<file path="src/design/task_cpu_usage_profiler_unit_macros.svh">
// Assertion macros for the task CPU usage profiler.
// Used by the top level; expects clk and rst in scope where expanded.
`ifndef TASK_CPU_USAGE_PROFILER_UNIT_MACROS_SVH
`define TASK_CPU_USAGE_PROFILER_UNIT_MACROS_SVH
`ifndef SYNTH
`define TCPU_ASSERT_IMPLY(lbl, ante, cons, msg) \
  lbl: assert property (@(posedge clk) disable iff (rst) (ante) |-> (cons)) else $error(msg);
`define TCPU_ASSERT_NEXT(lbl, ante, cons, msg) \
  lbl: assert property (@(posedge clk) disable iff (rst) (ante) |=> (cons)) else $error(msg);
`else
`define TCPU_ASSERT_IMPLY(lbl, ante, cons, msg)
`define TCPU_ASSERT_NEXT(lbl, ante, cons, msg)
`endif
`endif

</file>
<file path="src/design/tcpu_pkg.sv">
// Shared types and constants of the task CPU usage profiler.
// No dependencies; imported by every module of the block.
package tcpu_pkg;

  localparam int TICK_W     = 64;
  localparam int SCALE_W    = 20;
  localparam int USAGE_W    = 32;
  localparam int TASK_W     = 4;
  localparam int KIND_W     = 2;
  localparam int CFG_IDX_W  = 2;
  localparam int CFG_DATA_W = 32;
  localparam int PROD_W     = TICK_W + SCALE_W;
  localparam int HALF_W     = TICK_W / 2;
  localparam int PART_W     = HALF_W + SCALE_W;

  localparam int DEF_MAX_TASKS = 16;
  localparam int JOBQ_DEPTH    = 2;

  localparam logic [SCALE_W-1:0] SCALE_RESET = SCALE_W'(100);

  localparam logic [KIND_W-1:0] KIND_ENTRY = 2'd0;
  localparam logic [KIND_W-1:0] KIND_EXIT  = 2'd1;
  localparam logic [KIND_W-1:0] KIND_RESET = 2'd2;
  localparam logic [KIND_W-1:0] KIND_QUERY = 2'd3;

  localparam logic [CFG_IDX_W-1:0] CFG_USAGE_SCALE = 2'd0;
  localparam logic [CFG_IDX_W-1:0] CFG_RETAIN_MODE = 2'd1;

  typedef struct packed {
    logic [KIND_W-1:0] kind;
    logic [TASK_W-1:0] task_index;
    logic              query_system;
    logic [TICK_W-1:0] now_tick;
  } in_item_t;

  typedef struct packed {
    logic [USAGE_W-1:0] usage;
    logic               divide_by_zero;
  } result_t;

  typedef struct packed {
    logic [TICK_W-1:0] ticks;
    logic [TICK_W-1:0] div_ticks;
  } job_t;

endpackage

</file>
<file path="src/design/tcpu_back.sv">
// Back end: scales the tick count, divides by the session length one quotient
// bit per cycle, saturates, and holds the result for the consumer. Uses tcpu_pkg.
module tcpu_back import tcpu_pkg::*; (
  input  logic               clk,
  input  logic               rst,
  input  logic               job_empty,
  output logic               job_pop,
  input  job_t               job,
  input  logic [SCALE_W-1:0] usage_scale,
  output logic               empty,
  input  logic               pop,
  output result_t            result
);

  localparam logic [2:0] B_IDLE = 3'd0;
  localparam logic [2:0] B_MUL0 = 3'd1;
  localparam logic [2:0] B_MUL1 = 3'd2;
  localparam logic [2:0] B_SUM  = 3'd3;
  localparam logic [2:0] B_CHK  = 3'd4;
  localparam logic [2:0] B_DIV  = 3'd5;
  localparam logic [2:0] B_DONE = 3'd6;

  localparam int CNT_W = $clog2(USAGE_W);
  localparam int CMP_W = TICK_W + USAGE_W;

  logic [2:0]         bstate;
  logic [CNT_W-1:0]   cnt;
  logic               res_valid;
  logic [TICK_W-1:0]  ticks;
  logic [TICK_W-1:0]  div;
  logic [PART_W-1:0]  p0;
  logic [PART_W-1:0]  p1;
  logic [PROD_W-1:0]  prod;
  logic [TICK_W-1:0]  rem;
  logic [USAGE_W-1:0] low;
  logic               dz;
  logic               saturate;
  logic [TICK_W:0]    rem_s;
  logic               ge;
  logic               res_write;

  assign job_pop   = (bstate == B_IDLE) && !job_empty;
  assign empty     = !res_valid;
  assign res_write = (bstate == B_DONE) && (!res_valid || pop);

  // The quotient overflows 32 bits exactly when the product reaches div * 2^32.
  assign saturate = ({{(CMP_W-PROD_W){1'b0}}, prod} >= {div, {USAGE_W{1'b0}}});
  assign rem_s    = {rem, low[USAGE_W-1]};
  assign ge       = (rem_s >= {1'b0, div});

  always_ff @(posedge clk) begin
    if (rst) begin
      bstate    <= B_IDLE;
      cnt       <= '0;
      res_valid <= 1'b0;
    end else begin
      res_valid <= res_write || (res_valid && !pop);
      unique case (bstate)
        B_IDLE: begin
          if (!job_empty) begin
            bstate <= B_MUL0;
          end
        end
        B_MUL0: bstate <= B_MUL1;
        B_MUL1: bstate <= B_SUM;
        B_SUM:  bstate <= B_CHK;
        B_CHK: begin
          cnt    <= '0;
          bstate <= ((div == '0) || saturate) ? B_DONE : B_DIV;
        end
        B_DIV: begin
          cnt <= cnt + 1'b1;
          if (cnt == CNT_W'(USAGE_W - 1)) begin
            bstate <= B_DONE;
          end
        end
        B_DONE: begin
          if (res_write) begin
            bstate <= B_IDLE;
          end
        end
        default: bstate <= B_IDLE;
      endcase
    end
  end

  always_ff @(posedge clk) begin
    unique case (bstate)
      B_IDLE: begin
        ticks <= job.ticks;
        div   <= job.div_ticks;
      end
      B_MUL0: p0 <= PART_W'(ticks[HALF_W-1:0]) * PART_W'(usage_scale);
      B_MUL1: p1 <= PART_W'(ticks[TICK_W-1:HALF_W]) * PART_W'(usage_scale);
      B_SUM:  prod <= {p1, {HALF_W{1'b0}}} + PROD_W'(p0);
      B_CHK: begin
        dz <= (div == '0);
        if (div == '0) begin
          low <= '0;
        end else if (saturate) begin
          low <= '1;
        end else begin
          rem <= TICK_W'(prod[PROD_W-1:USAGE_W]);
          low <= prod[USAGE_W-1:0];
        end
      end
      B_DIV: begin
        rem <= ge ? TICK_W'(rem_s - {1'b0, div}) : rem_s[TICK_W-1:0];
        low <= {low[USAGE_W-2:0], ge};
      end
      B_DONE: begin
        if (res_write) begin
          result.usage          <= low;
          result.divide_by_zero <= dz;
        end
      end
      default: ;
    endcase
  end

endmodule

</file>
<file path="config.mk">
export PLATFORM = sky130hd
export DESIGN_NAME = tcpu_back
export DESIGN_NICKNAME = d
export VERILOG_FILES = /design/src/design/task_cpu_usage_profiler_unit_macros.svh /design/src/design/tcpu_pkg.sv /design/src/design/tcpu_back.sv
export SDC_FILE = /design/constraint.sdc
export NUM_CORES = 2
export LEC_CHECK = 0
export BUFFER_PORTS_ARGS = -buffer_cell sky130_fd_sc_hd__buf_2
export CORE_MARGIN = 10
export CORE_UTILIZATION = 55
export DETAILED_ROUTE_END_ITERATION = 8
export HOLD_SLACK_MARGIN = 0.08
export PLACE_DENSITY = 0.75
export SLEW_MARGIN = 20
export SYNTH_ARGS = -nofsm -noshare
export SYNTH_HDL_FRONTEND = slang
export SYNTH_SLANG_ARGS = --single-unit
export TNS_END_PERCENT = 30
</file>
<file path="constraint.sdc">
create_clock -name clk -period 10.7 [get_ports clk]
set_clock_uncertainty 0.05 [all_clocks]
set_input_delay 0.535 -clock clk [delete_from_list [all_inputs] [get_ports clk]]
set_output_delay 0.535 -clock clk [all_outputs]
set_load 0.1 [all_outputs]
</file>
## Word level (Yosys, flattened, before mapping)

Index checks and enable logic that the tools add are counted.

- Register bits after elaboration: 455
- Bits of input ports: 152
- Word-level logic and storage cells: 60

- Add/sub/neg operators: 3
- Multiply operators: 2
- Order comparisons: 2
- Equality and inequality tests: 12
- Mux-type cells: 13
- Reductions and logical operators: 15

Operator list:

| cell | number |
|---|---|
| $mux 64 | 3 |
| $pmux 64 s2 | 1 |
| $mul 32x20->52 | 2 |
| $ge 84x96->1 | 1 |
| $add 84x52->84 | 1 |
| $ge 65x64->1 | 1 |
| $logic_not 64->1 | 1 |
| $mux 32 | 2 |
| $pmux 32 s2 | 1 |
| $sub 64x64->64 | 1 |
| $pmux 3 s7 | 1 |
| $ne 2x2->1 const B | 5 |
| $pmux 5 s2 | 1 |
| $eq 3x3->1 const B | 3 |
| $mux 3 | 3 |
| $eq 3x2->1 const B | 2 |
| $reduce_and 3->1 | 2 |
| $add 5x1->5 const B | 1 |
| $eq 5x5->1 const B | 1 |
| $eq 3x1->1 const B | 1 |
| $logic_and 1x1->1 | 3 |
| $logic_not 1->1 | 3 |
| $logic_not 3->1 | 1 |
| $logic_or 1x1->1 | 3 |
| other kinds (3) | 3 |

## Depth between registers and ports, before layout

- Word-level depth: 5
- Gate-level depth with buffers: 28
- Gate-level depth less buffers: 26

## Least setup slack after synthesis

Ideal clock, no wire load.

- Path kind: reg2reg
- From: register bstate[0]
- To: register div[0], enable pin
- Arrival time: 9.431 ns
- Setup slack: 0.448 ns
- Cell stages (with the launch flop): 4
- Clock period less this slack: 10.252 ns
- Cell sequence: dfxtp_1 -> clkbuf_1 -> clkbuf_1 -> nor3_1

- Cells in the longest elaborated chain, start to end: 1

Ends and longest elaborated chain:

| item | line | source |
|---|---|---|
| from (decl) | tcpu_back.sv:26 | `logic [2:0] bstate;` |
| from (signal assigned) | tcpu_back.sv:69 | `bstate <= ((div == '0) \|\| saturate) ? B_DONE : B_DIV;` |
| $logic_not 3->1 | tcpu_back.sv:88 | `unique case (bstate)` |
| to (signal assigned) | tcpu_back.sv:91 | `div <= job.div_ticks;` |
| to (decl) | tcpu_back.sv:30 | `logic [TICK_W-1:0] div;` |

Every way passes these cells.
A chain may end at the register's enable or synchronous reset.

## Worst setup path in the final report

- From: register ticks[42]
- To: register p1[46], data pin

- Cells in the longest elaborated chain, start to end: 1

Ends and longest elaborated chain:

| item | line | source |
|---|---|---|
| from (decl) | tcpu_back.sv:29 | `logic [TICK_W-1:0] ticks;` |
| from (signal assigned) | tcpu_back.sv:90 | `ticks <= job.ticks;` |
| $mul 32x20->52 | tcpu_back.sv:94 | `B_MUL1: p1 <= PART_W'(ticks[TICK_W-1:HALF_W]) * PART_W'(usage_scale);` |
| to (signal assigned) | tcpu_back.sv:94 |  |
| to (decl) | tcpu_back.sv:32 | `logic [PART_W-1:0] p1;` |

Every way passes these cells.

==> impl_metrics.csv <==
group,metric,value,unit
setup_path,cp_slowest_stage_delay,1.08,ns
clocking,cts-resized-gates,0,
route,detail_route.first_pass.iterations,5,
clocking,clock_pin_slew_on_the_worst_setup_and_hold_paths,0.06,ns
finish,final_cell_area,68700,um2
sta,worst_slew_margin_rel,22.3,%
placed_design,place.port_buffers,186,
clocking,cts-buffers-inserted,55,
finish,multiInputGateArea,43800,um2
synth,async_s_r_ff_share_synth,0,%
grt,global_route.usage.total,26.7,%
finish,finalNetCount,8378,
sta,timing.final.setup_violations,0,
die,die-area,129000,um2
route,drtIter0Drc,3744,
finish,post-route-util,60.1,%
finish,layout_common_cells,"1258 x sky130_fd_sc_hd__inv_1, 1074 x sky130_fd_sc_hd__fa_1, 970 x sky130_fd_sc_hd__nand2_1",
setup_path,cpMaxStageDelayCell,"sky130_fd_sc_hd__edfxtp_1",
route,vias_per_cell,5.70,
synth,yosys_warnings,0,
sta,final.min_clock_period,8.21,ns
grt,number_of_global_route_vias_before_repair,51000,
route,drt_drc_violations_left,0,
route,routed_wire_length_per_instance,20.8,um
die,core-area,114000,um2
setup_path,worstPathCellList,"nand2_1, fa_1, inv_1, fa_1, inv_1, fa_1, fa_1, fa_1, inv_1, fa_1, inv_1, fa_1, inv_1, ha_1, nand2_1, o22ai_1, a211oi_1, nand3_1, a31oi_1, o31ai_1, nand3_1, nand2_1, o41ai_1, xnor2_1",
setup_path,cp.buffers_inverters,5,
route,ant_nets,0,
synth,post_syn_area_per_cell,9.59,um2
placed_design,place_congestion,0.951,
synth,sequential_to_total_area_share_from_yosys_stat,21.4,%
clocking,post-cts-setup-buffer-count,0,
sta,slew_at_the_pin_closest_to_its_max_slew_limit,1.17,ns
synth,post_synth_main_area_contributors,"sky130_fd_sc_hd__fa_1 34%, sky130_fd_sc_hd__edfxtp_1 21%, sky130_fd_sc_hd__ha_1 9.1%",
setup_path,crit_path_start_kind,"flop",
finish,areaGrowthSynthToFinish,8.38,%
route,finalWirelength,172000,um
finish,stdcell_count,8249,
finish,layout.cells.most_common,"sky130_fd_sc_hd__inv_1",
synth,synth_top_cell_area_share,33.9,%
sta,timing.final.crit_share,76.7,%
clocking,clk-insertion-delay-late,0.69,ns
synth,synth_top_flop_cell,"sky130_fd_sc_hd__edfxtp_1",
finish,fillers,9520,
die,dieHeight,360,um
setup_path,crit_path_end_kind,"flop",
finish,post_route_cells_drive_above_1_share,5.61,%
clocking,h-tree-depth,2,
clocking,cts_tree,"yes",
synth,ffs_latches_synth,455,
sta,final_hold_viol_count,0,
grt,antenna_violations_before_repair,7,
die,floorplan.io_pins,187,
placed_design,dp.final_hpwl,127000,um
setup_path,maximum_fanout_encountered_on_the_critical_timing_path,20,
setup_path,arrival,8.58,ns
sta,max_clock_freq,122,MHz
outcome,status,"finished, final reports clean",
finish,seq_area,13600,um2
worst_hold_path,hold_class,"input pin to flop",
route,route.vias.total,47000,
synth,synth_top_area_cell,"sky130_fd_sc_hd__fa_1",
grt,grt_start_max_net_pins,99,
setup_path,path_delay_family,"adder cells",
sta,report.final.slew_viol_count,0,
setup_path,worstSetupPathType,"flop to flop",
clocking,tritoncts_num_sinks,455,
setup_path,critPathMostFrequentCell,"sky130_fd_sc_hd__fa_1",
placed_design,placedCellCount,8015,
die,initial_utilization,55.5,%
grt,global_route.overflow_total,0,
die,num_rows,124,
placed_design,placedInstanceArea,65500,um2
clocking,ctsRootBufferMaster,"sky130_fd_sc_hd__clkbuf_16",
setup_path,worst_ep_required_time,11.07,ns
flow_run,drv_cap,0,
clocking,cts_hold_buf,130,
grt,wire_length_of_the_first_global_routing_pass,277000,um
synth,syn_nets,8297,
sta,final.setup.tns,0,ns
synth,cell_count_after_synthesis,6609,
synth,synth.lib_cells_used.distinct,78,
die,floorplan.die.width,360,um
synth,synth_area,63400,um2
synth,post_synth_edffs,446,
clocking,cts-root-to-sink-buffers,3,
sta,rsz_0062_raised_after_global_routing,"no",
## path summary, 6_finish.rpt
kind | to | from | depth (start not counted) | slack, ns
max | p1[46] | ticks[42] | 24 | 2.49
min | res_valid | pop | 3 | 0.18
max reg2reg | p1[46] | ticks[42] | 24 | 2.49
min reg2reg | prod[2] | p0[2] | 0 | 0.36
## through the flow
| stage | setup WS, ns | hold slack, ns |
|---|---|---|
| final | 2.49 | 0.180 |
| after global routing | 2.18 | 0.185 |
| after CTS | 2.63 | 0.134 |
| after detailed placement | 2.33 | 0.355 |
| after global placement | 2.39 | 0.351 |
| after floorplan | 0.448 | 0.350 |
## routing by layer
metal,vias up,share of wire [%],GRT usage (%)
met5,-,0.023,0
met4,6,4.8,11.3
met3,463,9.3,5.71
met2,2293,46,43.0
met1,23500,40,34.9
li1,20700,-,-
## cells by family (layout without fill, tap and decap cells)
family | count (synthesis) | in the layout | synth area share, %
XOR/XNOR | 205 | 205 | 2.83
AO/OA/AOI/OAI | 700 | 700 | 7.15
AND/OR/NAND/NOR | 2090 | 2090 | 15.9
other | 0 | 3 | 0
flip-flops | 455 | 455 | 21.4
adder cells (fa/ha/maj) | 1536 | 1536 | 43.0
buffers and inverters | 1615 | 1740 | 9.60
multiplexers | 8 | 8 | 0.130
## flip-flops by register name, indices dropped and copies added, names as in the netlist
signal,count
result,33
p0,52
div,64
prod,84
dz,1
low,32
rem,64
res_valid,1
ticks,64
p1,52
bstate,3
cnt,5
## worst register-to-register path, delay by kind of cell, from the launching register on
kind	cells	cell delay, ns
buffers and inverters	5	0.24
adders and majority gates	8	3.87
DFF	1	1.08
and+or+nand+nor	5	0.83
xor gates and xnor gates	1	0.12
AOI/OAI and AO/OA	5	1.78
## cell usage after synthesis (9+ instances only)
library cell	number
sky130_fd_sc_hd__a21o_1	126
sky130_fd_sc_hd__nor3_1	48
sky130_fd_sc_hd__a211oi_1	15
sky130_fd_sc_hd__and2_1	585
sky130_fd_sc_hd__and4_1	9
sky130_fd_sc_hd__buf_2	14
sky130_fd_sc_hd__nor2b_1	30
sky130_fd_sc_hd__ha_1	462
sky130_fd_sc_hd__nand2b_1	25
sky130_fd_sc_hd__and3_1	22
sky130_fd_sc_hd__clkbuf_1	337
sky130_fd_sc_hd__dfxtp_1	9
sky130_fd_sc_hd__o21bai_1	28
sky130_fd_sc_hd__o31ai_1	10
sky130_fd_sc_hd__xnor2_1	133
sky130_fd_sc_hd__a31oi_1	72
sky130_fd_sc_hd__nor4_1	37
sky130_fd_sc_hd__a21boi_0	11
sky130_fd_sc_hd__nand4_1	60
sky130_fd_sc_hd__nor2_1	212
sky130_fd_sc_hd__o21ai_0	120
sky130_fd_sc_hd__fa_1	1074
sky130_fd_sc_hd__nand3_1	54
sky130_fd_sc_hd__o211ai_1	11
sky130_fd_sc_hd__edfxtp_1	446
sky130_fd_sc_hd__a21oi_1	193
sky130_fd_sc_hd__or3_1	9
sky130_fd_sc_hd__xor2_1	72
sky130_fd_sc_hd__inv_1	1258
sky130_fd_sc_hd__o21a_1	29
sky130_fd_sc_hd__nand2_1	970
## cell type report
| class | count | area share, % |
|---|---|---|
| clock buffer | 60 | 2.03 |
| multi-input combinational | 4539 | 63.8 |
| tap | 1512 | 2.75 |
| clock inverter | 41 | 0.810 |
| inverter | 1259 | 6.88 |
| sequential | 455 | 19.7 |
| antenna | 3 | 0.0109 |
| timing repair buffer | 380 | 4.01 |
Power is left out: the tool's default activity adds up to more than one toggle a clock period on the data nets, which glitch-free logic cannot reach.
