[config.mk]
export PLATFORM = sky130hd
export DESIGN_NAME = tcpu_job_queue
export DESIGN_NICKNAME = d
export VERILOG_FILES = /design/src/design/task_cpu_usage_profiler_unit_macros.svh /design/src/design/tcpu_pkg.sv /design/src/design/tcpu_job_queue.sv
export SDC_FILE = /design/constraint.sdc
export NUM_CORES = 1
export LEC_CHECK = 0
export BUFFER_PORTS_ARGS = -buffer_cell sky130_fd_sc_hd__buf_4
export CAP_MARGIN = 20
export CORE_MARGIN = 4
export CORE_UTILIZATION = 49
export CTS_BUF_LIST = sky130_fd_sc_hd__clkbuf_8
export DETAILED_ROUTE_END_ITERATION = 12
export GPL_TIMING_DRIVEN = 0
export HOLD_SLACK_MARGIN = 0.15
export PLACE_DENSITY = 0.83
export REMOVE_ABC_BUFFERS = 1
export SYNTH_ARGS = -nofsm -noshare
export SYNTH_HDL_FRONTEND = slang
export SYNTH_SLANG_ARGS = --single-unit
export TNS_END_PERCENT = 30
[constraint.sdc]
create_clock -name clk -period 3.8 [get_ports clk]
set_input_delay 0.19 -clock clk [delete_from_list [all_inputs] [get_ports clk]]
set_output_delay 0.19 -clock clk [all_outputs]
set_load 0.03 [all_outputs]
[src/design/task_cpu_usage_profiler_unit_macros.svh]
// Assertion macros for the task CPU usage profiler.
// Used by the top level; expects clk and rst in scope where expanded.
`ifndef TASK_CPU_USAGE_PROFILER_UNIT_MACROS_SVH
`define TASK_CPU_USAGE_PROFILER_UNIT_MACROS_SVH
`ifndef SYNTH
`define TCPU_ASSERT_IMPLY(lbl, ante, cons, msg) \
  lbl: assert property (@(posedge clk) disable iff (rst) (ante) |-> (cons)) else $error(msg);
`define TCPU_ASSERT_NEXT(lbl, ante, cons, msg) \
  lbl: assert property (@(posedge clk) disable iff (rst) (ante) |=> (cons)) else $error(msg);
`else
`define TCPU_ASSERT_IMPLY(lbl, ante, cons, msg)
`define TCPU_ASSERT_NEXT(lbl, ante, cons, msg)
`endif
`endif

[src/design/tcpu_pkg.sv]
// Shared types and constants of the task CPU usage profiler.
// No dependencies; imported by every module of the block.
package tcpu_pkg;

  localparam int TICK_W     = 64;
  localparam int SCALE_W    = 20;
  localparam int USAGE_W    = 32;
  localparam int TASK_W     = 4;
  localparam int KIND_W     = 2;
  localparam int CFG_IDX_W  = 2;
  localparam int CFG_DATA_W = 32;
  localparam int PROD_W     = TICK_W + SCALE_W;
  localparam int HALF_W     = TICK_W / 2;
  localparam int PART_W     = HALF_W + SCALE_W;

  localparam int DEF_MAX_TASKS = 16;
  localparam int JOBQ_DEPTH    = 2;

  localparam logic [SCALE_W-1:0] SCALE_RESET = SCALE_W'(100);

  localparam logic [KIND_W-1:0] KIND_ENTRY = 2'd0;
  localparam logic [KIND_W-1:0] KIND_EXIT  = 2'd1;
  localparam logic [KIND_W-1:0] KIND_RESET = 2'd2;
  localparam logic [KIND_W-1:0] KIND_QUERY = 2'd3;

  localparam logic [CFG_IDX_W-1:0] CFG_USAGE_SCALE = 2'd0;
  localparam logic [CFG_IDX_W-1:0] CFG_RETAIN_MODE = 2'd1;

  typedef struct packed {
    logic [KIND_W-1:0] kind;
    logic [TASK_W-1:0] task_index;
    logic              query_system;
    logic [TICK_W-1:0] now_tick;
  } in_item_t;

  typedef struct packed {
    logic [USAGE_W-1:0] usage;
    logic               divide_by_zero;
  } result_t;

  typedef struct packed {
    logic [TICK_W-1:0] ticks;
    logic [TICK_W-1:0] div_ticks;
  } job_t;

endpackage

[src/design/tcpu_job_queue.sv]
// Short queue of divide jobs between the front end and the divider.
// Depends on tcpu_pkg for the job type and depth.
module tcpu_job_queue import tcpu_pkg::*; (
  input  logic clk,
  input  logic rst,
  input  logic push,
  output logic full,
  input  job_t din,
  input  logic pop,
  output logic empty,
  output job_t dout
);

  localparam int PTR_W = (JOBQ_DEPTH > 1) ? $clog2(JOBQ_DEPTH) : 1;
  localparam int CNT_W = $clog2(JOBQ_DEPTH + 1);

  job_t             slots [JOBQ_DEPTH];
  logic [PTR_W-1:0] wr_ptr;
  logic [PTR_W-1:0] rd_ptr;
  logic [CNT_W-1:0] count;
  logic             do_push;
  logic             do_pop;

  assign full    = (count == CNT_W'(JOBQ_DEPTH));
  assign empty   = (count == '0);
  assign do_push = push && !full;
  assign do_pop  = pop && !empty;
  assign dout    = slots[rd_ptr];

  always_ff @(posedge clk) begin
    if (do_push) begin
      slots[wr_ptr] <= din;
    end
  end

  always_ff @(posedge clk) begin
    if (rst) begin
      wr_ptr <= '0;
      rd_ptr <= '0;
      count  <= '0;
    end else begin
      if (do_push) begin
        wr_ptr <= (wr_ptr == PTR_W'(JOBQ_DEPTH - 1)) ? '0 : wr_ptr + 1'b1;
      end
      if (do_pop) begin
        rd_ptr <= (rd_ptr == PTR_W'(JOBQ_DEPTH - 1)) ? '0 : rd_ptr + 1'b1;
      end
      if (do_push && !do_pop) begin
        count <= count + 1'b1;
      end else if (do_pop && !do_push) begin
        count <= count - 1'b1;
      end
    end
  end

endmodule

# == Yosys cells after proc, flatten, opt, wreduce, memory -nomap -nowiden ==
# Memories as Yosys holds them, arrays and structs flattened. A register that Yosys moved wholly into a read port is not among the register bits.
# Cells that the tools add are included.
# classes
n_mux,8
reduce_logical,10
n_addsub,4
n_eq_ne,1
# ops
op,n
$mux W1,6
$logic_and A1 B1 Y1,4
$logic_not A1 Y1,4
$mux W2,2
$add A1 B1 Y1 const B,2
$add A2 B1 Y2 const B,1
$eq A2 B2 Y1 const B,1
$logic_not A2 Y1,1
$reduce_bool A2 Y1,1
$sub A2 B1 Y2 const B,1
# word_totals
elab_cells,27
mem_bits_rw,256
out_inout_bits,130
mem_count,1
register_bits,4
input_bits,132
# memory_table
name,words,width,rd,rd_clocked_by_memory_dff,wr,line_no,rtl
slots,2,128,1,1,1,tcpu_job_queue.sv:17,job_t slots [JOBQ_DEPTH];

# == Depth between registers and ports, before layout ==
# Gate-level depths: netlist of the first run.
# logic_depth
depth_word,7
ltp_mapped,6
depth_no_buf,6

# == Worst setup path after synthesis of the first run ==
# Ideal clock, no wire load.
# synth_timing
kind,register to register
startpoint,reg count[1]
endpoint,"mem slots[1][0] (netlist name), enable pin"
path_stages_with_launch,4
setup_ps,503
period_less_slack_ps,4141
t_arrival_ps,3638
path_buffers,0
required_ps,3297
path_slack_ps,-341
cell_sequence,dfxtp_1 -> nor2b_2 -> nor2_1 -> and2_1
# synth_via
elab_chain_cells,5
# synth_rtl
item,line_no,rtl
start: declaration,tcpu_job_queue.sv:20,logic [CNT_W-1:0] count;
start signal: assignment,tcpu_job_queue.sv:49,count <= count + 1'b1;
start signal: assignment,tcpu_job_queue.sv:51,count <= count - 1'b1;
$eq A2 B2 Y1,tcpu_job_queue.sv:24,assign full = (count == CNT_W'(JOBQ_DEPTH));
named net full,tcpu_job_queue.sv:7,"output logic full,"
$logic_not A1 Y1,tcpu_job_queue.sv:26,assign do_push = push && !full;
$logic_and A1 B1 Y1,tcpu_job_queue.sv:26,
named net do_push,tcpu_job_queue.sv:21,logic do_push;
$mux W1,tcpu_job_queue.sv:31,if (do_push) begin
$mux W1 (not written as such),tcpu_job_queue.sv:32,slots[wr_ptr] <= din;
end: declaration,tcpu_job_queue.sv:17,
# The timed path passes the listed nets, and every way through them passes these cells.

==> flow_summary.ini, run 1 <==
[worst_setup_path]
max_stage_delay_ns = 0.73
cp-start-kind = flop
crit_type = flop to primary output
crit_required_ns = 3.61
rr_startpoint = count[0]$_SDFFE_PP0P_
crit_fanout = 43
critPathArrivalTime_ns = 2.19
path_cells = buf_12 -> mux2_2 -> buf_4
cp-end-kind = primary output
cp_slowest_cell = dfxtp_4
worst_r2r_path_depth = 4

[clocking]
clockBufferDepth = 3
clk_latency_ns = 0.52
hold_buffers = 132
cts_tree = built
ctsRootBufferMaster = clkbuf_8
htreeDepth = 2
cts_resized = 0
numCtsBuffers = 41
clkTransAtPathRegs_ns = 0.06
post-cts-setup-buffers = 0
cts_sinks = 261

[synth]
synth_area_leaders = edfxtp_1, mux2_2, buf_6, dfxtp_1, buf_4
netlist-cell-type-count = 14
yosysTopAreaCell = edfxtp_1
netlist_instances = 423
yosys_warnings = 0
ys_seq_area_share_pct = 82.07
synth_seq_cells = 261
syn_area_um2 = 9489
synth_top_area_share_pct = 81.01
avgSynthCellArea_um2 = 22.43

[route]
postRouteWirelength_mm = 22.32
route.detailed.drc = 0
vias_per_cell = 4.869
drt_iter0_drc = 218
ant_nets = 0
via_count = 5536
firstDrtPassIters = 4
wl_per_cell_um = 19.63

[timing]
hold_ws_ns = 0.3939
slew_headroom_pct = 59.39
post-route-period-util_pct = 62.69
skew_ns = 0.01939
worst_pin_slew_ns = 0.6091
slew_viol_final = 0
fin_crit_ns = 2.382
rsz0062_at_grt = false
setup_viol = 0
fmax_mhz = 419.8
hold_viol = 0
final.setup.tns_ns = 0

[floorplan]
dieWidth_um = 147.2
core_area_um2 = 18890
die_y_um = 147.2
initial_core_util_pct = 50.23
dieArea_um2 = 21660
num_rows = 50
boundaryPins = 262

[grt]
antenna_found_initial = 2
grt_use_total_pct = 20.07
grt_overflow_total = 0
grt_max_degree = 73
grt_pass1_vias = 6310
grt_pass1_wl_mm = 33.80

[power_and_ir_drop]
clkPwrFrac_pct = 22.7
leakagePower_nw = 5.219
switching_share_pct = 33.35
p_int_mw = 5.899
cellPowerDensity_nw_per_um2 = 642.7
p_seq_share_pct = 42.8
peakVddDrop_mv = 0.4277
p_comb_share_pct = 34.5
p_sw_mw = 2.952

[placement]
place.gp.congestion = 0.7265
dp.final_hpwl_mm = 12.37
portBuffers = 261

[hold_path]
worst_hold_path_type = input pin to flop
hold_path.startpoint = din[28]
whs_path_depth = 2

[final_layout]
num-fill-cells = 1107
nets = 983
seqCellArea_um2 = 7791
final_cell_mix = buf_4, edfxtp_1, dlygate4sd3_1
area_growth_pct = 45.12
post_route_cells_drive_above_1_share_pct = 50.40
multi_input_area_um2 = 1554
final_common_cell = buf_4

[run]
cap_viol_max_count = 0

[run_status]
status = finished clean
-- kinds of logic after synthesis --
kind of cell    share of synthesized area, %
xor+xnor                              0.2769
mux                                    15.19
flops                                  82.07
fa+ha+maj                             0.1318
buf+inv                                1.582
simple gates                          0.4879
compound gates                        0.2637
-- cells in the mapped netlist --
library cell	instances
or3_1	2
edfxtp_1	256
inv_1	2
buf_4	4
a21oi_1	2
nor2b_2	1
dfxtp_1	5
o21ai_0	3
xor2_1	3
ha_1	1
and2_1	1
buf_6	10
mux2_2	128
nor2_1	5
-- path summary, 6_finish.rpt --
kind | end | slack, ns
setup reg to reg | slots[0][75]$_DFFE_PP_ | 1.61
hold / removal | slots[1][28]$_DFFE_PP_ | 0.39
setup / recovery | dout[117] | 1.42
hold reg to reg | wr_ptr$_SDFFE_PP0P_ | 0.50
-- critical path: cells and delay by family (launching register included) --
kind,cells,cell delay (ns)
multiplexers,1,0.39
flip-flops,1,0.73
buffers and inverters,2,0.50
-- final cells by class --
class / count / share of cell area (%)
Timing Repair Buffer: 398 / 24.77
Clock inverter: 27 / 0.7814
Tap cell: 260 / 2.362
Antenna cell: 2 / 0.03634
Clock buffer: 41 / 4.098
Inverter: 2 / 0.09086
Sequential cell: 261 / 56.58
Multi-Input combinational cell: 146 / 11.28
-- layer usage --
layer	vias to the layer above	GRT usage [%]	wire [um]
met5	-	0	0
met4	0	7.875	701
met3	49	6.200	1598
met1	2724	21.69	7917
met2	222	36.73	12100
li1	2541	-	-
-- sequential cells by signal (all words and copies together) (netlist names), named ones only --
register,cells
rd_ptr,1
slots,256
count,2
wr_ptr,1
-- power by group through the flow --
| stage | sequential, mW | combinational [mW] | clock (mW) |
|---|---|---|---|
| finish | 3.79 | 3.05 | 2.01 |
| global route | 3.82 | 3.20 | 2.20 |
| CTS | 3.78 | 3.05 | 2.04 |
| detailed placement | 3.83 | 2.91 | 0 |
| global placement | 4.01 | 2.79 | 0 |
| floorplan | 3.91 | 1.78 | 0 |
-- stage by stage --
step / worst slack [ns] / util (%) / cells / cell area (um^2) / power, mW
4_1_cts: 1.404 / 72.86 / 1135 / 13770 / 8.869
5_1_grt: 1.306 / 72.89 / 1137 / 13770 / 9.215
3_3_place_gp: -1.621 / 61.56 / 930 / 11630 / 6.800
6_report: 1.418 / 72.89 / 1137 / 13770 / 8.851
3_5_place_dp: 1.615 / 62.31 / 935 / 11770 / 6.748
2_1_floorplan: -0.3407 / - / 409 / 9346 / 5.687
Note: power is estimated with default switching activity, not from simulation.
==> run 2, diff against run 1 <==
--- a/config.mk
+++ b/config.mk
@@ -5,15 +5,16 @@
 export SDC_FILE = /design/constraint.sdc
 export NUM_CORES = 1
 export LEC_CHECK = 0
+export ABC_AREA = 1
 export BUFFER_PORTS_ARGS = -buffer_cell sky130_fd_sc_hd__buf_4
 export CAP_MARGIN = 20
 export CORE_MARGIN = 4
-export CORE_UTILIZATION = 49
+export CORE_UTILIZATION = 54
 export CTS_BUF_LIST = sky130_fd_sc_hd__clkbuf_8
 export DETAILED_ROUTE_END_ITERATION = 12
 export GPL_TIMING_DRIVEN = 0
 export HOLD_SLACK_MARGIN = 0.15
-export PLACE_DENSITY = 0.83
+export PLACE_DENSITY = 0.86
 export REMOVE_ABC_BUFFERS = 1
 export SYNTH_ARGS = -nofsm -noshare
 export SYNTH_HDL_FRONTEND = slang
==> constraint.sdc (replaced) <==
create_clock -name clk -period 2.2 [get_ports clk]
set_input_delay 0.11 -clock clk [delete_from_list [all_inputs] [get_ports clk]]
set_output_delay 0.11 -clock clk [all_outputs]
set_load 0.03 [all_outputs]
==> flow_summary.ini, run 2 <==
[clocking]
clockBufferDepth = 3
clkTransAtPathRegs_ns = 0.06
numCtsBuffers = 41
cts_sinks = 261
htreeDepth = 2
cts_tree = built
ctsRootBufferMaster = clkbuf_8
clk_latency_ns = 0.53

[synth]
yosys_warnings = 0
netlist_instances = 435
synth_top_area_share_pct = 80.50
avgSynthCellArea_um2 = 21.95
syn_area_um2 = 9549
ys_seq_area_share_pct = 81.55
async_reset_ff_share_pct = 0
synth_seq_cells = 261
synthTopCellsByCount = edfxtp_1, mux2_2, inv_1, nor2_1, clkbuf_8
synth_enable_flop_cells = 256
synth_flop_cell = edfxtp_1
post-synth-top-count-cell = edfxtp_1
netlist-cell-type-count = 15
yosysTopAreaCell = edfxtp_1
synth_area_leaders = edfxtp_1, mux2_2, clkbuf_8, dfxtp_1, buf_6

[placement]
placed_area_um2 = 11820
portBuffers = 261
place.gp.congestion = 0.7694
dp.final_hpwl_mm = 12.90

[grt]
antenna_found_initial = 1
grt_overflow_total = 0
grt_use_total_pct = 23.60
grt_pass1_vias = 6426
grt_max_degree = 70
grt_pass1_wl_mm = 35.59

[worst_setup_path]
ff2ff_setup_slack_ns = 0.12
crit_type = flop to primary output
rr_startpoint = count[0]$_SDFFE_PP0P_
cp-end-kind = primary output
critPathArrivalTime_ns = 2.00
cp-start-kind = flop
crit_end = dout[83]
worst_r2r_path_depth = 4
crit_fanout = 34
r2r_end = slots[1][69]$_DFFE_PP_
crit_required_ns = 2.09

[floorplan]
die_y_um = 141.0
core_area_um2 = 17300
dieArea_um2 = 19880
dieWidth_um = 141.0
initial_core_util_pct = 55.21
num_rows = 48
boundaryPins = 262

[timing]
hold_ws_ns = 0.3065
skew_ns = 0.02668
fmax_mhz = 472.8
hold_viol = 0
slew_headroom_pct = 57.62
post-route-period-util_pct = 96.13
slew_viol_final = 0
fin_crit_ns = 2.115
worst_pin_slew_ns = 0.6343
setup_viol = 0
rsz0062_at_grt = false

[route]
wl_per_cell_um = 21.25
drt_iter0_drc = 261
ant_nets = 0
route.detailed.drc = 0
postRouteWirelength_mm = 23.83
firstDrtPassIters = 4
vias_per_cell = 5.063
via_count = 5676

[hold_path]
worst_hold_path_type = input pin to flop
whs_path_depth = 2

[final_layout]
area_growth_pct = 45.64
regMostFlops = slots
final_common_cell = buf_4
nets = 1001
post-route-cell-area_um2 = 13910
post_route_cells_drive_above_1_share_pct = 50.33
diodes = 0
final_cell_mix = buf_4, edfxtp_1, dlygate4sd3_1
top_regs = slots: 256 flops, count: 2 flops
largest_reg_flops = 256
num-fill-cells = 794

[power_and_ir_drop]
peakVddDrop_mv = 1.064
leakagePower_nw = 5.326
cellPowerDensity_nw_per_um2 = 1087

[run]
cap_viol_max_count = 0

[run_status]
status = finished clean
## run 2: changes by cell type in the layout (fill, tap and decap cells not counted), moves of 2 or more
cell,previous run,this run
clkinv_1,10,6
buf_16,4,1
xor2_1,3,0
nand2_1,0,4
buf_12,1,9
nor2_4,0,2
nor2_1,5,7
inv_6,2,0
or3_1,2,0
inv_1,16,27
clkbuf_8,41,44
diode_2,2,0
## run 2: cells by family (layout without fill, tap and decap cells)
| family | after synthesis | in the layout | share of synthesized area [%] |
|---|---|---|---|
| flops | 261 | 261 | 81.55 |
| simple gates | 16 | 16 | 0.6944 |
| compound gates | 6 | 6 | 0.3144 |
| buf+inv | 23 | 484 | 2.214 |
| fa+ha+maj | 1 | 1 | 0.1310 |
| mux | 128 | 128 | 15.09 |
## run 2: how the worst min path moves through the flow
stage | start | endpoint
floorplan | din[0] | slots[0][0]$_DFFE_PP_
global placement | din[87] | slots[0][87]$_DFFE_PP_
detailed placement | din[94] | slots[1][94]$_DFFE_PP_
CTS | din[9] | slots[1][9]$_DFFE_PP_
global route | din[62] | slots[1][62]$_DFFE_PP_
finish | din[62] | slots[0][62]$_DFFE_PP_
## run 2: power breakdown
part           total, mW  switching, mW  internal (mW)
combinational       4.95           2.89           2.06
sequential          6.54          0.253           6.29
clock               3.62           1.79           1.83
total               15.1           4.94           10.2
## run 2: area by class of cell
cell class,instances,area (um^2),area share (%)
inverters,9,33.78,0.2429
multi-input cells,151,1569,11.28
well taps,225,281.5,2.024
clock inverters,27,107.6,0.7737
flip-flops and latches,261,7791,56.02
clock buffers,44,605.6,4.354
repair buffers,404,3518,25.30
## run 2: through the flow
stage,total power [mW],utilization [%],cells,setup WS [ns],setup TNS [ns]
after floorplan,9.484,-,421,-4.247,-1298.73
after global placement,10.45,67.14,907,-6.645,-2080.41
after detailed placement,11.19,68.33,916,0.1495,0
after CTS,15.02,80.26,1120,-0.001137,-0.001137
after global routing,15.73,80.40,1121,0.006253,0
final,15.12,80.40,1121,0.08516,0
## run 2: per-layer routing
metal / vias to the layer above / GRT usage (%) / share of wire (%)
met2: 254 / 42.97 / 54
met3: 55 / 5.868 / 6.9
met4: 2 / 9.179 / 3.1
li1: 2585 / - / -
met1: 2780 / 26.70 / 36
met5: - / 0 / 0.029
## run 2: repair_timing
item	in CTS	in global routing
endpoints found under the setup margin	71	68
hold endpoints to repair	261	0
resized for setup	1	0
hold buffers	131	0
cloned	0	1
setup buffers	2	0
## run 2: critical path, cell delays in order, from the launching register on
cell and delay [ns]:
dfxtp_4 0.58, clkbuf_16 0.33, mux2_2 0.37, buf_4 0.17
